## src/hw/rtl/box_slide_axis_blocker_unit_assert.svh

```systemverilog
// assertion macros for the box slide axis blocker
`ifndef BOX_SLIDE_AXIS_BLOCKER_UNIT_ASSERT_SVH
`define BOX_SLIDE_AXIS_BLOCKER_UNIT_ASSERT_SVH

// property holds at every clock edge outside reset
`define BSAB_ASSERT(lbl, prop) \
  lbl: assert property (@(posedge clk_i) disable iff (!rst_ni) (prop)) \
    else $error("bsab assertion failed");

// consequent holds in the cycle after the antecedent
`define BSAB_ASSERT_NEXT(lbl, ante, cons) \
  lbl: assert property (@(posedge clk_i) disable iff (!rst_ni) (ante) |=> (cons)) \
    else $error("bsab assertion failed");

`endif

```

## src/hw/rtl/bsab_pkg.sv

```systemverilog
// shared types, side codes and helpers for the box slide axis blocker
package bsab_pkg;

  localparam int unsigned CoordW = 16;

  typedef logic signed [CoordW-1:0] coord_t;

  // side codes, ored over both axes
  typedef logic [3:0] side_t;
  localparam side_t SideNone = 4'd0;
  localparam side_t SideZlo  = 4'd1;
  localparam side_t SideZhi  = 4'd2;
  localparam side_t SideXlo  = 4'd4;
  localparam side_t SideXhi  = 4'd8;

  typedef enum logic [1:0] {
    KIND_NONE,
    KIND_EDGE,
    KIND_CORNER
  } kind_e;

  typedef struct packed {
    coord_t start_x1;
    coord_t start_x2;
    coord_t start_z1;
    coord_t start_z2;
    coord_t moved_x1;
    coord_t moved_x2;
    coord_t moved_z1;
    coord_t moved_z2;
    coord_t obstacle_x1;
    coord_t obstacle_x2;
    coord_t obstacle_z1;
    coord_t obstacle_z2;
  } boxes_t;

  typedef struct packed {
    logic zero_dx;
    logic zero_dz;
  } flags_t;

  function automatic kind_e code_kind(side_t c);
    kind_e k;
    if (c == (SideXlo | SideZlo) || c == (SideXhi | SideZlo) ||
        c == (SideXlo | SideZhi) || c == (SideXhi | SideZhi)) begin
      k = KIND_CORNER;
    end else if (c != SideNone) begin
      k = KIND_EDGE;
    end else begin
      k = KIND_NONE;
    end
    return k;
  endfunction

  // a single-axis code cancels the matching delta, anything else nothing
  function automatic flags_t axis_cancel(side_t c);
    flags_t f;
    f = '0;
    if (c == SideZlo || c == SideZhi) begin
      f.zero_dz = 1'b1;
    end else if (c == SideXlo || c == SideXhi) begin
      f.zero_dx = 1'b1;
    end
    return f;
  endfunction

endpackage

```

## src/hw/rtl/bsab_decide.sv

```systemverilog
// side classification and cancel decision for one box triple
module bsab_decide (
  input  bsab_pkg::boxes_t boxes_i,
  output bsab_pkg::flags_t flags_o
);
  import bsab_pkg::*;

  side_t               sc;
  side_t               oc;
  kind_e               sk;
  kind_e               ok;
  logic signed [16:0]  sum_x;
  logic signed [16:0]  sum_z;
  logic signed [16:0]  half_x;
  logic signed [16:0]  half_z;
  coord_t              cx;
  coord_t              cz;
  logic signed [16:0]  dx;
  logic signed [16:0]  dz;
  logic        [16:0]  mag_x;
  logic        [16:0]  mag_z;

  // centre of the moved box, halved toward zero
  assign sum_x  = $signed({boxes_i.moved_x1[15], boxes_i.moved_x1})
                + $signed({boxes_i.moved_x2[15], boxes_i.moved_x2});
  assign sum_z  = $signed({boxes_i.moved_z1[15], boxes_i.moved_z1})
                + $signed({boxes_i.moved_z2[15], boxes_i.moved_z2});
  assign half_x = (sum_x + $signed({16'd0, sum_x[16] & sum_x[0]})) >>> 1;
  assign half_z = (sum_z + $signed({16'd0, sum_z[16] & sum_z[0]})) >>> 1;
  assign cx     = half_x[15:0];
  assign cz     = half_z[15:0];

  assign dx     = $signed({boxes_i.moved_x1[15], boxes_i.moved_x1})
                - $signed({boxes_i.start_x1[15], boxes_i.start_x1});
  assign dz     = $signed({boxes_i.moved_z1[15], boxes_i.moved_z1})
                - $signed({boxes_i.start_z1[15], boxes_i.start_z1});
  assign mag_x  = dx[16] ? 17'(-dx) : 17'(dx);
  assign mag_z  = dz[16] ? 17'(-dz) : 17'(dz);

  always_comb begin
    sc = SideNone;
    if (boxes_i.start_x2 > boxes_i.obstacle_x1) begin
      if (boxes_i.obstacle_x2 <= boxes_i.start_x1) begin
        sc = SideXhi;
      end
    end else begin
      sc = SideXlo;
    end
    if (boxes_i.start_z2 > boxes_i.obstacle_z1) begin
      if (boxes_i.start_z1 >= boxes_i.obstacle_z2) begin
        sc = sc | SideZhi;
      end
    end else begin
      sc = sc | SideZlo;
    end

    if (boxes_i.obstacle_x1 > cx) begin
      oc = SideXlo;
    end else if (boxes_i.obstacle_x2 < cx) begin
      oc = SideNone;
    end else begin
      oc = SideXhi;
    end
    if (boxes_i.obstacle_z1 > cz) begin
      oc = oc | SideZlo;
    end else if (!(boxes_i.obstacle_z2 < cz)) begin
      oc = oc | SideZhi;
    end

    sk = code_kind(sc);
    ok = code_kind(oc);

    flags_o = '0;
    priority if (sk == KIND_NONE) begin
      flags_o = '{zero_dx: 1'b1, zero_dz: 1'b1};
    end else if (sk == KIND_EDGE) begin
      flags_o = axis_cancel(sc);
    end else if (ok == KIND_EDGE && (oc & sc) != SideNone) begin
      flags_o = axis_cancel(oc);
    end else if (oc == sc) begin
      // corner on both: cancel along the axis that moved less, x on a tie
      if (mag_x > mag_z) begin
        flags_o.zero_dz = 1'b1;
      end else begin
        flags_o.zero_dx = 1'b1;
      end
    end else if (ok == KIND_NONE || ok == KIND_EDGE) begin
      flags_o = '{zero_dx: 1'b1, zero_dz: 1'b1};
    end else begin
      flags_o = axis_cancel(sc & oc);
    end
  end

endmodule

```

## src/hw/rtl/box_slide_axis_blocker_unit.sv

```systemverilog
// box slide axis blocker: input register, decision logic, result register
//
//   channel | handshake               | payload
//   in      | in_valid_i / in_ready_o | start_*, moved_*, obstacle_* (12 x s16)
//   out     | out_valid_o/out_ready_i | zero_dx_o, zero_dz_o
//
// one request per cycle sustained while out_ready_i stays high
// the decision is a single pass of compares and 17-bit adds between the
// input register and the result register
// rst_ni clears both valid flags asynchronously; payload registers are not reset
// a stall on the output holds the result register and then the input register,
// and ready drops only once both hold a request
module box_slide_axis_blocker_unit (
  input  logic               clk_i,
  input  logic               rst_ni,
  input  logic               in_valid_i,
  output logic               in_ready_o,
  input  bsab_pkg::coord_t   start_x1_i,
  input  bsab_pkg::coord_t   start_x2_i,
  input  bsab_pkg::coord_t   start_z1_i,
  input  bsab_pkg::coord_t   start_z2_i,
  input  bsab_pkg::coord_t   moved_x1_i,
  input  bsab_pkg::coord_t   moved_x2_i,
  input  bsab_pkg::coord_t   moved_z1_i,
  input  bsab_pkg::coord_t   moved_z2_i,
  input  bsab_pkg::coord_t   obstacle_x1_i,
  input  bsab_pkg::coord_t   obstacle_x2_i,
  input  bsab_pkg::coord_t   obstacle_z1_i,
  input  bsab_pkg::coord_t   obstacle_z2_i,
  output logic               out_valid_o,
  input  logic               out_ready_i,
  output logic               zero_dx_o,
  output logic               zero_dz_o
);
  import bsab_pkg::*;

  `include "box_slide_axis_blocker_unit_assert.svh"

  boxes_t boxes_q;
  boxes_t boxes_d;
  logic   in_valid_q;
  logic   in_adv;
  logic   res_adv;
  flags_t flags_d;
  flags_t flags_q;
  logic   out_valid_q;

  assign boxes_d = '{
    start_x1:    start_x1_i,
    start_x2:    start_x2_i,
    start_z1:    start_z1_i,
    start_z2:    start_z2_i,
    moved_x1:    moved_x1_i,
    moved_x2:    moved_x2_i,
    moved_z1:    moved_z1_i,
    moved_z2:    moved_z2_i,
    obstacle_x1: obstacle_x1_i,
    obstacle_x2: obstacle_x2_i,
    obstacle_z1: obstacle_z1_i,
    obstacle_z2: obstacle_z2_i
  };

  // result register free when empty or being drained this cycle
  assign res_adv    = in_valid_q && (!out_valid_q || out_ready_i);
  assign in_ready_o = !in_valid_q || res_adv;
  assign in_adv     = in_valid_i && in_ready_o;

  bsab_decide u_decide (
    .boxes_i (boxes_q),
    .flags_o (flags_d)
  );

  always_ff @(posedge clk_i or negedge rst_ni) begin
    if (!rst_ni) begin
      in_valid_q  <= 1'b0;
      out_valid_q <= 1'b0;
    end else begin
      if (in_ready_o) begin
        in_valid_q <= in_valid_i;
      end
      if (res_adv) begin
        out_valid_q <= 1'b1;
      end else if (out_ready_i) begin
        out_valid_q <= 1'b0;
      end
    end
  end

  always_ff @(posedge clk_i) begin
    if (in_adv) begin
      boxes_q <= boxes_d;
    end
    if (res_adv) begin
      flags_q <= flags_d;
    end
  end

  assign out_valid_o = out_valid_q;
  assign zero_dx_o   = flags_q.zero_dx;
  assign zero_dz_o   = flags_q.zero_dz;

  `BSAB_ASSERT_NEXT(a_accept_fills_input, in_adv, in_valid_q)
  `BSAB_ASSERT_NEXT(a_advance_fills_result, res_adv, out_valid_o)
  `BSAB_ASSERT_NEXT(a_drain_empties_result, out_valid_o && out_ready_i && !res_adv,
                    !out_valid_o)
  `BSAB_ASSERT_NEXT(a_blocked_input_holds, in_valid_q && !res_adv,
                    in_valid_q && $stable(boxes_q))

endmodule
```

## config.mk

```make
export PLATFORM = sky130hd
export DESIGN_NAME = box_slide_axis_blocker_unit
export DESIGN_NICKNAME = d
export VERILOG_FILES = /design/src/hw/rtl/bsab_pkg.sv /design/src/hw/rtl/bsab_decide.sv /design/src/hw/rtl/box_slide_axis_blocker_unit.sv
export VERILOG_INCLUDE_DIRS = /design/src /design/src/hw/rtl
export SDC_FILE = /design/constraint.sdc
export NUM_CORES = 1
export LEC_CHECK = 0
export ABC_AREA = 0
export ABC_CLOCK_PERIOD_IN_PS = 9200
export BUFFER_PORTS_ARGS = -buffer_cell sky130_fd_sc_hd__buf_2
export CORE_UTILIZATION = 40
export DETAILED_ROUTE_END_ITERATION = 6
export SKIP_LAST_GASP = 1
export SLEW_MARGIN = 15
export SYNTH_ARGS = -nofsm -noshare
export SYNTH_HDL_FRONTEND = slang
export SYNTH_SLANG_ARGS = --single-unit
```

## constraint.sdc

```tcl
create_clock -name clk_i -period 9.2 [get_ports clk_i]
set_input_delay 0.92 -clock clk_i [delete_from_list [all_inputs] [get_ports clk_i]]
set_output_delay 0.92 -clock clk_i [all_outputs]
set_load 0.005 [all_outputs]
```

==> metrics <==
status completed; crit path launch boxes_q[93]; post-route setup slack roughly 1.7 ns; H-Tree Depth 4; Cell Rows between 60 and 70; Warnings, synthesis 0; die area ~37000 sq um; CTS root buffer clkbuf_16; Final Slew Violations 0; slowest CP cell nor4_1; Area growth, synth to finish 14.7%; Gate Count Post-Synth between 1000 and 1500; Worst Setup EP zero_dz_o; clock slew at reported path FFs about 0.080 ns; initial core utilization 0.409; CTS Buf Count 17; Fin Hold WS 0.233 ns; Power Density 175 nW/um^2; syn nets 1768; global placer's final weighted congestion approximately 0.93; Worst-Margin Slew approximately 1.1 ns; Slew headroom 0.275; maximum buffer depth of the clock tree 2; first-pass GRT wire length 59200 microns; unrepaired setup endpoints after global routing no; Critical path buffers and inverters 1; Hold Path Class in2async; Die W roughly 190 microns; most numerous cell on the critical path ha_1; io pins 200; Die Ht just under 200 microns; DR vias 11253; initial antenna violation count 4; crit start category flop; CP max stage delay 0.65 ns; IO Port Bufs 199; FF-to-FF path depth 27; dpl cell area 16100 sq um; 1st-iter DRT viols 859; post-cts gate resize count 0; Post-synth ARST share 0.0102; most area-consuming cells after synthesis edfxtp_1 (40%), ha_1 (15%), xnor2_1 (4.4%), inv_1 (3.5%), a21oi_1 (2.2%); post-route minimum period 7.51 ns; core area around 36000 sq um; hold buffer count at cts 0; Setup Buffers After CTS 0; Synth Flop Type edfxtp_1; worst r2r src boxes_q[93]; Max Fclk ~0.13 GHz; period utilisation layout 0.816; Setup TNS 0 ns; Synth top area share 0.398; Crit path required time 9.49 ns; Post-synth EDFFs around 190; WP data arrival slightly below 8 ns; Vias/cell between 5 and 6; largest net degree at the start of global routing 76; CTS tree done; Setup Skew about 0.015 ns; Seq/Total Area, Yosys 0.402; post-route antenna net violation count 0; grt ovf 0; commonest non-fill, non-tap cell in the layout buf_2; Worst IR Drop VDD between 0.1 and 0.15 mV; Leakage 0.00712 uW; Critical Path Stages 27; Setup Slack @ Placement ~1.7 ns; CP delay by family, top simple AND/OR/NAND/NOR gates; most frequent cells in the layout buf_2 (199), edfxtp_1 (194), ha_1 (181); DR WL/cell ~19 microns; endpoint class of the critical path flop; HPWL after DPL 31300 microns; Remaining DRCs 0; synthesized flop and latch total 196; Hold Fails Final Rpt 0; Initial DRT Pass Iterations 7; crit-path max FO 7; leading area contributor after synthesis edfxtp_1; reg-to-reg endpoint zero_dz_o; Sink Count between 150 and 200; Total Wirelength just under 40000 microns; Clock Latency Late Sink 0.47 ns; vias in the first global route approximately 11000; Setup CP Type reg2reg; final net count between 1500 and 2000; Final Instance Area about 17000 sq um; Netlist cell types 93; # Max-Cap Violations 0; Avg Inst Size Synth roughly 11 sq um; Synth Cell Area between 10000 and 15000 sq um; share of layout cells above drive strength 1 0.176; GRT Total Usage 0.208; final setup violation count 0; flop2flop setup slack roughly 1.7 ns
==> Yosys cell counts (all sizes together), types with 12 or more instances <==
cell type  count
a21oi         64
nand2b        28
xnor2         75
nor4          12
nor2b         25
a211oi        19
a31oi         14
or3           21
inv          136
nor3          29
nor2          84
nand4         28
o21ai         53
o21a          31
nand2         67
a21o          32
edfxtp       194
nand3         22
and3          16
o211ai        15
clkbuf        15
xor2          31
maj3          17
ha           181
==> report_power, final <==
group          internal, uW  switching (uW)
Clock                   404             420
Sequential             1060            44.6
Combinational           436             576
Total                  1900            1040
==> per-layer routing <==
layer	global-route usage	vias up	share of wire
met5	0	-	0.00031
met4	0.0604	2	0.019
met3	0.0457	37	0.055
met2	0.319	303	0.44
met1	0.292	5319	0.48
li1	-	5592	-
==> sequential cells by signal (all words and copies together), names as in the netlist <==
register     flops
zero_dz_o        1
in_valid_q       1
out_valid_o      1
boxes_q        192
zero_dx_o        1
==> cell families after synthesis <==
logic type | after synthesis | share of synthesized area
and+or+nand+nor | 377 | 0.139
muxes | 11 | 0.00778
xor gates and xnor gates | 112 | 0.0737
adders and majority gates | 202 | 0.172
buffers and inverters | 157 | 0.0414
DFF | 196 | 0.402
AOI/OAI and AO/OA | 332 | 0.165
==> final cells by class <==
type / count / area [sq um]
fill: 3397 / 19000
multi-input combinational: 1034 / 8150
sequential: 196 / 5880
timing repair buffer: 201 / 1010
tap: 461 / 577
inverter: 136 / 510
clock buffer: 17 / 425
clock inverter: 15 / 219
antenna: 3 / 7.51
==> metrics by stage <==
stage,util,total power (uW),std cells
floorplan,-,1860,1387
global placement,0.451,2110,2028
detailed placement,0.451,2130,2028
CTS,0.469,2960,2060
global route,0.469,3120,2061
finish,0.469,2940,2063
==> worst reg2reg max path: stages, from the launching register on <==
cell	delay [ns]
edfxtp_1	0.43
ha_1	0.38
a21o_1	0.20
a2111oi_0	0.46
o2bb2ai_1	0.23
a21oi_1	0.23
and2_1	0.17
ha_1	0.19
nand2_1	0.06
nor3_1	0.62
o21ai_0	0.25
nor4_2	0.39
xnor3_1	0.22
nand3_1	0.09
mux2_2	0.28
a221o_1	0.26
a211o_1	0.26
a221o_1	0.36
inv_1	0.10
nor2_1	0.06
ha_1	0.28
nor4_1	0.65
nand3_1	0.14
a31oi_1	0.29
or2_2	0.19
nor2_1	0.06
and3_1	0.21
nor4_2	0.28
==> how the worst min path moves through the flow <==
stage	end	slack [ns]	start
6_report	in_valid_q	0.23	rst_ni
5_1_grt	in_valid_q	0.21	rst_ni
4_1_cts	in_valid_q	0.21	rst_ni
3_5_place_dp	out_valid_o	0.49	in_valid_q
3_3_place_gp	out_valid_o	0.47	in_valid_q
2_1_floorplan	out_valid_o	0.45	in_valid_q
Note: power is estimated with default switching activity, not from simulation.
